<file path="src/rtl/momt_pkg.sv">
// Shared types and constants for the module-to-object mapping table.
`default_nettype none

package momt_pkg;

  // Table size and derived widths
  localparam int SLOTS   = 16;
  localparam int IDX_W   = (SLOTS > 1) ? $clog2(SLOTS) : 1;
  localparam int STEP_W  = $clog2(SLOTS + 1);
  localparam int MAX_OUT = 16;
  localparam int LIST_W  = $clog2(MAX_OUT + 1);

  // Field widths
  localparam int ACT_W   = 3;
  localparam int MOD_W   = 8;
  localparam int OBJ_W   = 16;
  localparam int SEC_W   = 16;
  localparam int LIM_W   = 8;
  localparam int STAT_W  = 2;
  localparam int COUNT_W = 5;
  localparam int IN_DATA_W  = 48;
  localparam int OUT_DATA_W = 48;

  typedef enum logic [ACT_W-1:0] {
    ACT_FIND_MOD = 3'd0,
    ACT_FIND_OBJ = 3'd1,
    ACT_STORE    = 3'd2,
    ACT_REMOVE   = 3'd3,
    ACT_LIST     = 3'd4
  } action_t;

  typedef enum logic [STAT_W-1:0] {
    ST_OK   = 2'd0,
    ST_MISS = 2'd1,
    ST_FULL = 2'd2
  } status_t;

  typedef enum logic [1:0] {
    S_IDLE,
    S_SCAN,
    S_FINISH
  } state_t;

  typedef struct packed {
    logic [MOD_W-1:0] mod_num;
    logic [OBJ_W-1:0] obj_num;
    logic [SEC_W-1:0] sectors;
  } entry_t;

  typedef struct packed {
    logic [ACT_W-1:0] action;
    logic [MOD_W-1:0] mod_num;
    logic [OBJ_W-1:0] obj_num;
    logic [SEC_W-1:0] sectors;
    logic [LIM_W-1:0] limit;
  } request_t;

  typedef struct packed {
    status_t            status;
    entry_t             ent;
    logic [COUNT_W-1:0] count;
    logic               last;
  } result_t;

  // Controller to datapath
  typedef struct packed {
    logic start;
    logic adv;
    logic finish;
  } cmd_t;

  // Datapath to controller
  typedef struct packed {
    logic stall;
    logic scan_end;
    logic out_busy;
  } sts_t;

endpackage

`default_nettype wire

</file>
<file path="src/rtl/momt_ctrl.sv">
// Sequencing state machine: accept, slot scan, finish.
`default_nettype none

module momt_ctrl (
  input  wire logic           clk,
  input  wire logic           rst,
  input  wire logic           in_valid,
  output logic                in_ready,
  input  wire momt_pkg::sts_t sts,
  output momt_pkg::cmd_t      cmd
);
  import momt_pkg::*;

  state_t state;
  state_t state_next;

  // Hold the current state
  always_ff @(posedge clk) begin
    if (rst) begin
      state <= S_IDLE;
    end else begin
      state <= state_next;
    end
  end

  // Pick the next state
  always_comb begin
    state_next = state;
    unique case (state)
      S_IDLE: begin
        if (in_valid) state_next = S_SCAN;
      end
      S_SCAN: begin
        if (!sts.stall && sts.scan_end) state_next = S_FINISH;
      end
      S_FINISH: begin
        if (!sts.out_busy) state_next = S_IDLE;
      end
      default: state_next = S_IDLE;
    endcase
  end

  // Drive commands to the datapath
  always_comb begin
    in_ready   = 1'b0;
    cmd        = '0;
    unique case (state)
      S_IDLE: begin
        in_ready  = 1'b1;
        cmd.start = in_valid;
      end
      S_SCAN: begin
        cmd.adv = !sts.stall;
      end
      S_FINISH: begin
        cmd.finish = !sts.out_busy;
      end
      default: begin
        in_ready = 1'b0;
      end
    endcase
  end

endmodule

`default_nettype wire

</file>
<file path="src/rtl/momt_dp.sv">
// Datapath: slot memory, valid marks, scan compare, finish update, result register.
`default_nettype none

module momt_dp (
  input  wire logic                         clk,
  input  wire logic                         rst,
  input  wire momt_pkg::request_t           in_req,
  input  wire momt_pkg::cmd_t               cmd,
  output momt_pkg::sts_t                    sts,
  output momt_pkg::result_t                 out_res,
  output logic                              out_valid,
  input  wire logic                         out_ready,
  output logic [momt_pkg::SLOTS-1:0]        valid_vec,
  output logic [momt_pkg::COUNT_W-1:0]      valid_count
);
  import momt_pkg::*;

  // Slot storage
  entry_t mem [SLOTS];
  entry_t mem_q;

  logic [SLOTS-1:0]   slot_valid;
  logic [COUNT_W-1:0] count;
  request_t           req;
  logic [STEP_W-1:0]  step;
  logic               q_vld;
  logic [IDX_W-1:0]   q_idx;
  logic               hit;
  logic [IDX_W-1:0]   hit_idx;
  entry_t             hit_ent;
  logic [LIST_W-1:0]  list_n;

  logic [LIST_W-1:0]  limit_eff;
  logic               key_match;
  logic               slot_live;
  logic               list_emit;
  logic               out_busy;
  logic [SLOTS-1:0]   above;
  logic               more_valid;
  logic               list_last;
  logic               free_found;
  logic [IDX_W-1:0]   free_idx;
  result_t            list_res;
  result_t            fin_res;
  logic               fin_emit;
  logic               fin_write;
  logic [IDX_W-1:0]   fin_idx;
  entry_t             fin_ent;
  logic               fin_set;
  logic               fin_clr;
  logic               out_load;

  // Clamp the list length
  assign limit_eff = (req.limit > LIM_W'(MAX_OUT)) ? LIST_W'(MAX_OUT)
                                                   : LIST_W'(req.limit);

  // Compare the entry read at the previous scan step against the key
  assign key_match = (req.action == ACT_FIND_OBJ) ? (mem_q.obj_num == req.obj_num)
                                                  : (mem_q.mod_num == req.mod_num);
  assign slot_live = q_vld && slot_valid[q_idx];
  assign list_emit = (req.action == ACT_LIST) && slot_live && (list_n < limit_eff);
  assign out_busy  = out_valid && !out_ready;

  assign sts.stall    = list_emit && out_busy;
  assign sts.scan_end = (step == STEP_W'(SLOTS));
  assign sts.out_busy = out_busy;

  // Find whether any valid slot follows the one under compare
  always_comb begin
    for (int j = 0; j < SLOTS; j++) begin
      above[j] = (IDX_W'(j) > q_idx);
    end
  end
  assign more_valid = |(slot_valid & above);
  assign list_last  = (LIST_W'(list_n + LIST_W'(1)) == limit_eff) || !more_valid;

  // Lowest free slot
  always_comb begin
    free_found = 1'b0;
    free_idx   = '0;
    for (int j = SLOTS - 1; j >= 0; j--) begin
      if (!slot_valid[j]) begin
        free_found = 1'b1;
        free_idx   = IDX_W'(j);
      end
    end
  end

  // Result for one listed module
  always_comb begin
    list_res             = '0;
    list_res.status      = ST_OK;
    list_res.ent.mod_num = mem_q.mod_num;
    list_res.count       = count;
    list_res.last        = list_last;
  end

  // Decide the closing update and result of the request
  always_comb begin
    fin_res        = '0;
    fin_res.status = ST_MISS;
    fin_res.count  = count;
    fin_res.last   = 1'b1;
    fin_emit       = 1'b1;
    fin_write      = 1'b0;
    fin_idx        = hit_idx;
    fin_ent        = hit_ent;
    fin_set        = 1'b0;
    fin_clr        = 1'b0;
    unique case (req.action) inside
      ACT_FIND_MOD, ACT_FIND_OBJ: begin
        if (hit) begin
          fin_res.status = ST_OK;
          fin_res.ent    = hit_ent;
        end
      end
      ACT_STORE: begin
        if (hit) begin
          fin_write      = 1'b1;
          fin_ent        = '{mod_num: hit_ent.mod_num, obj_num: hit_ent.obj_num,
                             sectors: req.sectors};
          fin_res.status = ST_OK;
          fin_res.ent    = fin_ent;
        end else if (free_found) begin
          fin_write      = 1'b1;
          fin_set        = 1'b1;
          fin_idx        = free_idx;
          fin_ent        = '{mod_num: req.mod_num, obj_num: req.obj_num,
                             sectors: req.sectors};
          fin_res.status = ST_OK;
          fin_res.ent    = fin_ent;
          fin_res.count  = COUNT_W'(count + COUNT_W'(1));
        end else begin
          fin_res.status = ST_FULL;
        end
      end
      ACT_REMOVE: begin
        if (hit) begin
          fin_clr        = 1'b1;
          fin_res.status = ST_OK;
          fin_res.ent    = hit_ent;
          fin_res.count  = COUNT_W'(count - COUNT_W'(1));
        end
      end
      ACT_LIST: begin
        fin_emit = (list_n == '0);
      end
      default: begin
        fin_emit = 1'b1;
      end
    endcase
  end

  // Write at finish, read one slot per scan step
  always_ff @(posedge clk) begin
    if (cmd.finish && fin_write) begin
      mem[fin_idx] <= fin_ent;
    end
    if (cmd.adv) begin
      mem_q <= mem[step[IDX_W-1:0]];
    end
  end

  // Capture the request and the scan payload
  always_ff @(posedge clk) begin
    if (cmd.start) begin
      req <= in_req;
    end
    if (cmd.adv) begin
      q_idx <= step[IDX_W-1:0];
      if (slot_live && key_match && !hit) begin
        hit_idx <= q_idx;
        hit_ent <= mem_q;
      end
    end
  end

  // Advance the scan control
  always_ff @(posedge clk) begin
    if (rst) begin
      step   <= '0;
      q_vld  <= 1'b0;
      hit    <= 1'b0;
      list_n <= '0;
    end else if (cmd.start) begin
      step   <= '0;
      q_vld  <= 1'b0;
      hit    <= 1'b0;
      list_n <= '0;
    end else if (cmd.adv) begin
      step  <= STEP_W'(step + STEP_W'(1));
      q_vld <= !sts.scan_end;
      if (slot_live && key_match) hit <= 1'b1;
      if (list_emit) list_n <= LIST_W'(list_n + LIST_W'(1));
    end
  end

  // Update valid marks and the entry count
  always_ff @(posedge clk) begin
    if (rst) begin
      slot_valid <= '0;
      count      <= '0;
    end else if (cmd.finish) begin
      if (fin_set) slot_valid[fin_idx] <= 1'b1;
      if (fin_clr) slot_valid[fin_idx] <= 1'b0;
      count <= fin_res.count;
    end
  end

  // Result register
  assign out_load = (cmd.adv && list_emit) || (cmd.finish && fin_emit);

  always_ff @(posedge clk) begin
    if (rst) begin
      out_valid <= 1'b0;
    end else if (out_load) begin
      out_valid <= 1'b1;
    end else if (out_ready) begin
      out_valid <= 1'b0;
    end
  end

  always_ff @(posedge clk) begin
    if (out_load) begin
      out_res <= (cmd.adv && list_emit) ? list_res : fin_res;
    end
  end

  assign valid_vec   = slot_valid;
  assign valid_count = count;

endmodule

`default_nettype wire

</file>
<file path="src/rtl/module_object_mapping_table.sv">
// Module-to-object mapping table top level: stream ports, controller and datapath.
//
// Usage: one request on the slave side carries one action (find by module,
// find by object, store, remove, list) in s_tuser and its operands in s_tdata.
// Each request produces one result on the master side, or for list one result
// per listed module number; m_tlast marks the final result of a request and
// m_tuser carries its status (ok, not found or empty, table full).
// Flow: a request is accepted, then the slot memory is scanned one slot per
// cycle through a registered read port (while the scan is not stalled), then
// the finish state updates the table and loads the closing result. s_tready
// is high only between requests.
// A result register sits between the scan and the master side: when the
// receiver holds m_tready low, a list scan pauses at its next emitted module
// and the finish cycle waits until the register is free.
// Reset clears all valid marks and the entry count; no clearing pass is needed.
`default_nettype none

module module_object_mapping_table (
  input  wire logic        clk,
  input  wire logic        rst,
  input  wire logic        s_tvalid,
  output logic             s_tready,
  // s_tdata: module_number[7:0], object_number[23:8], sectors_used[39:24],
  //          list_limit[47:40]
  input  wire logic [47:0] s_tdata,
  // s_tuser: action[2:0]
  input  wire logic [2:0]  s_tuser,
  output logic             m_tvalid,
  input  wire logic        m_tready,
  // m_tdata: hit_module[7:0], hit_object[23:8], hit_sectors[39:24],
  //          entries_in_use[44:40], zero[47:45]
  output logic [47:0]      m_tdata,
  // m_tuser: status[1:0]
  output logic [1:0]       m_tuser,
  output logic             m_tlast
);
  import momt_pkg::*;

  request_t           in_req;
  result_t            out_res;
  cmd_t               cmd;
  sts_t               sts;
  logic [SLOTS-1:0]   valid_vec;
  logic [COUNT_W-1:0] valid_count;

  // Unpack the request
  assign in_req.action  = s_tuser;
  assign in_req.mod_num = s_tdata[7:0];
  assign in_req.obj_num = s_tdata[23:8];
  assign in_req.sectors = s_tdata[39:24];
  assign in_req.limit   = s_tdata[47:40];

  momt_ctrl u_ctrl (
    .clk      (clk),
    .rst      (rst),
    .in_valid (s_tvalid),
    .in_ready (s_tready),
    .sts      (sts),
    .cmd      (cmd)
  );

  momt_dp u_dp (
    .clk         (clk),
    .rst         (rst),
    .in_req      (in_req),
    .cmd         (cmd),
    .sts         (sts),
    .out_res     (out_res),
    .out_valid   (m_tvalid),
    .out_ready   (m_tready),
    .valid_vec   (valid_vec),
    .valid_count (valid_count)
  );

  // Pack the result
  assign m_tdata = {3'b000, out_res.count, out_res.ent.sectors,
                    out_res.ent.obj_num, out_res.ent.mod_num};
  assign m_tuser = out_res.status;
  assign m_tlast = out_res.last;

  // Entry count tracks the valid marks
  a_count_matches: assert property (@(posedge clk) disable iff (rst)
    valid_count == COUNT_W'($countones(valid_vec)))
    else $error("entry count differs from number of valid slots");

  // A full report only comes from a completely filled table
  a_full_means_full: assert property (@(posedge clk) disable iff (rst)
    (m_tvalid && (m_tuser == ST_FULL)) |-> (m_tdata[44:40] == COUNT_W'(SLOTS)))
    else $error("table full reported with free slots");

  // A request is followed by its scan, never by another request
  a_no_back_to_back: assert property (@(posedge clk) disable iff (rst)
    (s_tvalid && s_tready) |=> !s_tready)
    else $error("request accepted during scan");

endmodule

`default_nettype wire

</file>
<file path="config.mk">
export PLATFORM = sky130hd
export DESIGN_NAME = module_object_mapping_table
export DESIGN_NICKNAME = d
export VERILOG_FILES = /design/src/rtl/momt_pkg.sv /design/src/rtl/momt_ctrl.sv /design/src/rtl/momt_dp.sv /design/src/rtl/module_object_mapping_table.sv
export SDC_FILE = /design/constraint.sdc
export NUM_CORES = 1
export LEC_CHECK = 0
export BUFFER_PORTS_ARGS = -buffer_cell sky130_fd_sc_hd__buf_4
export CAP_MARGIN = 40
export CORE_UTILIZATION = 62
export DETAILED_ROUTE_END_ITERATION = 16
export GPL_ROUTABILITY_DRIVEN = 0
export HOLD_SLACK_MARGIN = 0.06
export PLACE_DENSITY = 0.82
export SYNTH_ARGS = -nofsm -noshare
export SYNTH_HDL_FRONTEND = slang
export SYNTH_SLANG_ARGS = --single-unit
</file>
<file path="constraint.sdc">
create_clock -name clk -period 8.6 [get_ports clk]
set_clock_uncertainty 0.05 [all_clocks]
set_input_delay 2.58 -clock clk [delete_from_list [all_inputs] [get_ports clk]]
set_output_delay 2.58 -clock clk [all_outputs]
set_load 0.005 [all_outputs]
</file>
* Word-level counts from Yosys, hierarchy flattened
Memory sizes are Yosys's and may differ from the RTL's. A register that Yosys moved wholly into a read port is not among the register bits.
Cells that the tools add are included.
Widths: inputs -> output; s select.
** Cells by class
- Add/subtract/negate cells :: 4
- Magnitude comparators :: 21
- Eq/ne operators :: 13
- Multiplexer cells :: 77
- Bitwise gates (word level) :: 4
- Reduce and logical (&&, ||, !) cells :: 31
** Operators by type and width (count)
- $pmux 42 s3 :: 1
- $mux 40 :: 3
- $mux 46 :: 2
- $mux 4 :: 19
- $mux 16 :: 4
- $mux 45 :: 1
- $mux 42 :: 1
- $mux 41 :: 1
- $mux 1 :: 35
- $and 16x16->16 :: 2
- $gt 4x4->1 const A :: 8
- $eq 16x16->1 :: 1
- $gt 3x4->1 const A :: 4
- $not 16->16 :: 1
- $or 16x16->16 :: 1
- $reduce_or 16->1 :: 1
- $add 5x1->5 const B :: 3
- $logic_and 1x1->1 :: 12
- $lt 4x5->1 const B :: 2
- $mux 5 :: 2
- $pmux 5 s2 :: 1
- $eq 8x8->1 :: 1
- $gt 1x4->1 const A :: 2
- $gt 2x4->1 const A :: 2
- 26 further kinds :: 40
** Storage, ports and cells
- Register bits :: 183
- Memory bits (writable) :: 640
- Bits of input ports :: 55
- Output and inout bits :: 53
- Logic and storage cells :: 175
- Memories kept :: 1
** Memory list
- u_dp.mem :: depth 16, width 40, read ports 1, clocked after Yosys merged registers in 1, wr ports 1, line momt_dp.sv:19 : entry_t mem [SLOTS];

* Logic depth before layout (Yosys ltp)
- Word-level depth :: 29
- Depth in mapped cells :: 10
- Gate-level depth less buffers :: 9

* Modules after synthesis
Synthesis repeated with hierarchy kept, for this count alone.
** Second synthesis, totals
- Cell total of the unflattened synthesis :: 1668
- Area total of the unflattened synthesis :: 33787.4 µm²
** By module, submodules not included
- momt_dp :: times used 1, cells an instance 1652, area each 33647.3 µm², sequential area each 25514.5 µm²
- momt_ctrl :: times used 1, cells an instance 12, area each 113.9 µm², sequential area each 40.0 µm²
- module_object_mapping_table :: times used 1, cells an instance 4, area each 26.3 µm², sequential area each 0.0 µm²

* Worst setup path before layout
OpenSTA, ideal clock, no wires.
- Path type :: in2reg
- From :: input m_tready
- To :: register u_dp.hit_ent[0] (netlist name) (enable)
- Data arrival time :: 7159 ps
- Required time :: 7995 ps
- Slack :: 836 ps
- Stages :: 4
- Path buffers :: 0
- Cell sequence :: nand2b_1 -> or3_1 -> nor2_1 -> nor4_1
** Between the ends
- Word-level cells in the longest chain between the ends :: 6
** Ends and longest elaborated chain
- from (decl) :: line module_object_mapping_table.sv:29 : input wire logic m_tready,
- $logic_not 1->1 :: line momt_dp.sv:62 : assign out_busy = out_valid && !out_ready;
- $logic_and 1x1->1 :: line momt_dp.sv:62
- $logic_and 1x1->1 :: line momt_dp.sv:64 : assign sts.stall = list_emit && out_busy;
- $logic_not 1->1 :: line momt_ctrl.sv:53 : cmd.adv = !sts.stall;
- $mux 1 :: line momt_ctrl.sv:47 : unique case (state)
- $reduce_and 2->1 (no source line)
- to (signal assigned) :: line momt_dp.sv:173 : hit_ent <= mem_q;
- to (decl) :: line momt_dp.sv:30 : entry_t hit_ent;
No other way between the ends.
A chain may end at the register's enable or synchronous reset.

* Worst setup path after layout
- From :: input m_tready
- To :: memory u_dp.mem[4][14] (netlist name) (enable)
** Between the ends
- Word-level cells in the longest chain between the ends :: 7
** Ends and longest elaborated chain
- $logic_not 1->1 :: line momt_dp.sv:62
- $logic_and 1x1->1 :: line momt_dp.sv:62
- $logic_not 1->1
- $mux 1 :: line momt_ctrl.sv:47
- $logic_and 1x1->1 :: line momt_dp.sv:156 : if (cmd.finish && fin_write) begin
- $mux 1 :: line momt_dp.sv:156
- $mux 1 (implied by the code) :: line momt_dp.sv:157 : mem[fin_idx] <= fin_ent;
- to (decl) :: line momt_dp.sv:19
No other way between the ends.

==> metrics <==
worst rel slew slack=0.387; Skew-Pair Late Insertion Delay=0.64 ns; Yosys reg bits=863; vias=18.1k; # port buffers=104; dpl cells=2412; # H-tree levels=3; share of power burned in registers=0.544; die area=55200 sq um; FP Rows=85; ys flop type=edfxtp_1; Post-synth EDFFs=827; final wirelength=83.7 mm; # setup viols final=0; die height=235 um; global route overflow=0; CTS tree=built; fillers=2927; required time worst endpoint=8.80 ns; Final WS setup=3.75 ns; synthesis-to-layout area growth=13.7%; CTS Root Buffer Type=clkbuf_16; max-capacitance violation count=0; static leakage=0.0119 uW; wire per inst=32.6 um; DP HPWL=43.7 mm; HP Class=reg2reg; sequence of cells on the critical path=buf_4 -> nand2b_1 -> and2_1 -> buf_8 -> nand3_1 -> nor2_4 -> buf_4; initial antenna violation count=2; CP max FO=27; net switching power=1760 uW; initial core utilization=0.626; area occupied by multi-input gates=7840 sq um; CP top delay family=simple AND/OR/NAND/NOR gates; Worst setup SP type=input port; final period utilization=0.564; Mapped Area=33600 sq um; commonest non-fill, non-tap cells in the layout=edfxtp_1 (827), mux4_2 (201), buf_4 (140); PD cells=222 nW/um^2; total track usage=0.309; core area=53700 sq um; cells after synthesis=1650; I/O pin count=108; Worst setup EP type=flip-flop; Pwr Total=8510 uW; Clock power frac=0.425; Max Clk Rate=206 MHz; WP buf/inv=3; cell taking the most area after synthesis=edfxtp_1; first-pass GRT wire length=123 mm; Distinct cells, synth=72; post-synthesis sequential area ratio=0.759; Mean Syn Cell Area=20.4 sq um; flop2flop setup slack=4.30 ns; most used cell, CP=buf_4; outcome=complete, no violations; ranking of synthesized cells by area=edfxtp_1 (74%), mux4_2 (13%), dfxtp_1 (2.1%), nand2_1 (1.2%), xnor2_1 (0.78%); clk buf depth=3; RSZ-0062 raised after global routing=false; hold buffers post-CTS=0; Inserted Clock Buffers=82; slowest library cell on the worst path=nor2_4; Post-synth ARST share=0; storage element area=25600 sq um; Slew Viols, Final=0; clk sinks=863; chip width=235 um; synth warn=0; worst-margin pin slew=0.920 ns; Vias/cell=7.07; critical path class=in2reg; Comb pwr share=0.031; Tmin final=4.85 ns; initial DRC count=2569; postcts setup bufs=0; pin count of the biggest net entering global routing=59; antenna viol nets, final=0; share of cells above drive strength 1=0.274; WP data arrival=5.05 ns; Setup WS pre-CTS=3.13 ns; Final TNS setup=0 ns; Finished Layout Cells=2567; VDD IR max=0.167 mV; number of remaining DRC errors=0; max incr delay on CP=0.62 ns; final hold vios=0; Int Pwr=6750 uW; post-synth top area share=0.738; NumNets Final=1868; first-pass iteration count of the detailed router=7; commonest non-fill, non-tap cell in the layout=edfxtp_1; Switching Share=0.207; post-cts sizing count=0; Reg clk slew, reported paths=0.06 ns; vias in the first global route=18.2k
## flip-flops by register name, summed over array words and instances (netlist names)
name and cells:
u_dp.out_valid 1, u_dp.hit 1, u_dp.list_n 5, u_dp.valid_count 5
u_dp.q_idx 4, u_dp.hit_ent 40, u_dp.hit_idx 4, u_dp.step 5
u_dp.valid_vec 16, u_dp.list_res 8, u_dp.mem 640, u_dp.mem_q 32
u_dp.q_vld 1, u_dp.out_res 48, u_dp.req 51, u_ctrl.state 2
## kinds of logic (layout without fill, tap and decap cells)
| family | after synthesis | count (layout) | synth area share |
|---|---|---|---|
| AO/OA/AOI/OAI | 172 | 172 | 0.0371 |
| XOR/XNOR | 36 | 36 | 0.00937 |
| adder cells (fa/ha/maj) | 11 | 11 | 0.00409 |
| buffers and inverters | 98 | 316 | 0.0124 |
| flip-flops | 863 | 863 | 0.759 |
| multiplexers | 224 | 224 | 0.142 |
| other | 1 | 4 | 0.000111 |
| AND/OR/NAND/NOR | 245 | 245 | 0.0349 |
## metal layers
| metal | vias to the layer above | share of wire | global-route usage |
|---|---|---|---|
| li1 | 7173 | - | - |
| met1 | 9438 | 0.36 | 0.428 |
| met2 | 1340 | 0.51 | 0.506 |
| met3 | 196 | 0.10 | 0.0589 |
| met4 | 2 | 0.029 | 0.0935 |
| met5 | - | 0.00016 | 0 |
## final timing paths
check / from / end / cells after the start
setup reg to reg: u_dp.req[50] / u_dp.mem[4][14] / 8
hold / removal: u_dp.mem_q[0] / u_dp.hit_ent[0] / 0
setup / recovery: m_tready / u_dp.mem[4][14] / 7
hold reg to reg: u_dp.mem_q[0] / u_dp.hit_ent[0] / 0
## metrics by stage
stage          cell area [sq um]   util  hold slack [ns]
6_report                   38300  0.712            0.369
5_1_grt                    38200  0.712            0.381
4_1_cts                    38200  0.711            0.367
3_5_place_dp               35600  0.662            0.357
3_3_place_gp               35300  0.658            0.352
2_1_floorplan              33700      -            0.350
## power groups by stage
stage | logic (uW) | registers [uW] | clock network, uW
after floorplan | 170 | 4710 | 0
after global placement | 238 | 4720 | 0
after detailed placement | 257 | 4720 | 0
after CTS | 263 | 4630 | 3640
after global routing | 278 | 4630 | 3790
final | 264 | 4630 | 3610
## worst reg2reg max path, delay by kind of cell (launching register included)
family | cells | cell delay [ns]
buffers and inverters | 4 | 1.72
AO/OA/AOI/OAI | 2 | 0.66
AND/OR/NAND/NOR | 2 | 1.13
flip-flops | 1 | 0.37
## synth_stat cells, types with 13 or more instances
| cell | number |
|---|---|
| clkbuf_1 | 55 |
| a211oi_1 | 18 |
| inv_1 | 13 |
| a22o_1 | 16 |
| buf_2 | 13 |
| xnor2_1 | 30 |
| mux2_2 | 17 |
| a21oi_1 | 42 |
| mux4_2 | 201 |
| dfxtp_1 | 36 |
| nor2_1 | 41 |
| a41oi_1 | 16 |
| nand2_1 | 111 |
| edfxtp_1 | 827 |
| nand3_1 | 18 |
## cell type report
cell class,count,area share
Sequential cell,863,0.668
Multi-Input combinational cell,691,0.205
Clock buffer,111,0.0587
Timing Repair Buffer,151,0.0338
Tap cell,696,0.0228
Clock inverter,41,0.0100
Inverter,13,0.00128
Antenna cell,1,0.0000654
(Power assumes the default switching activity.)
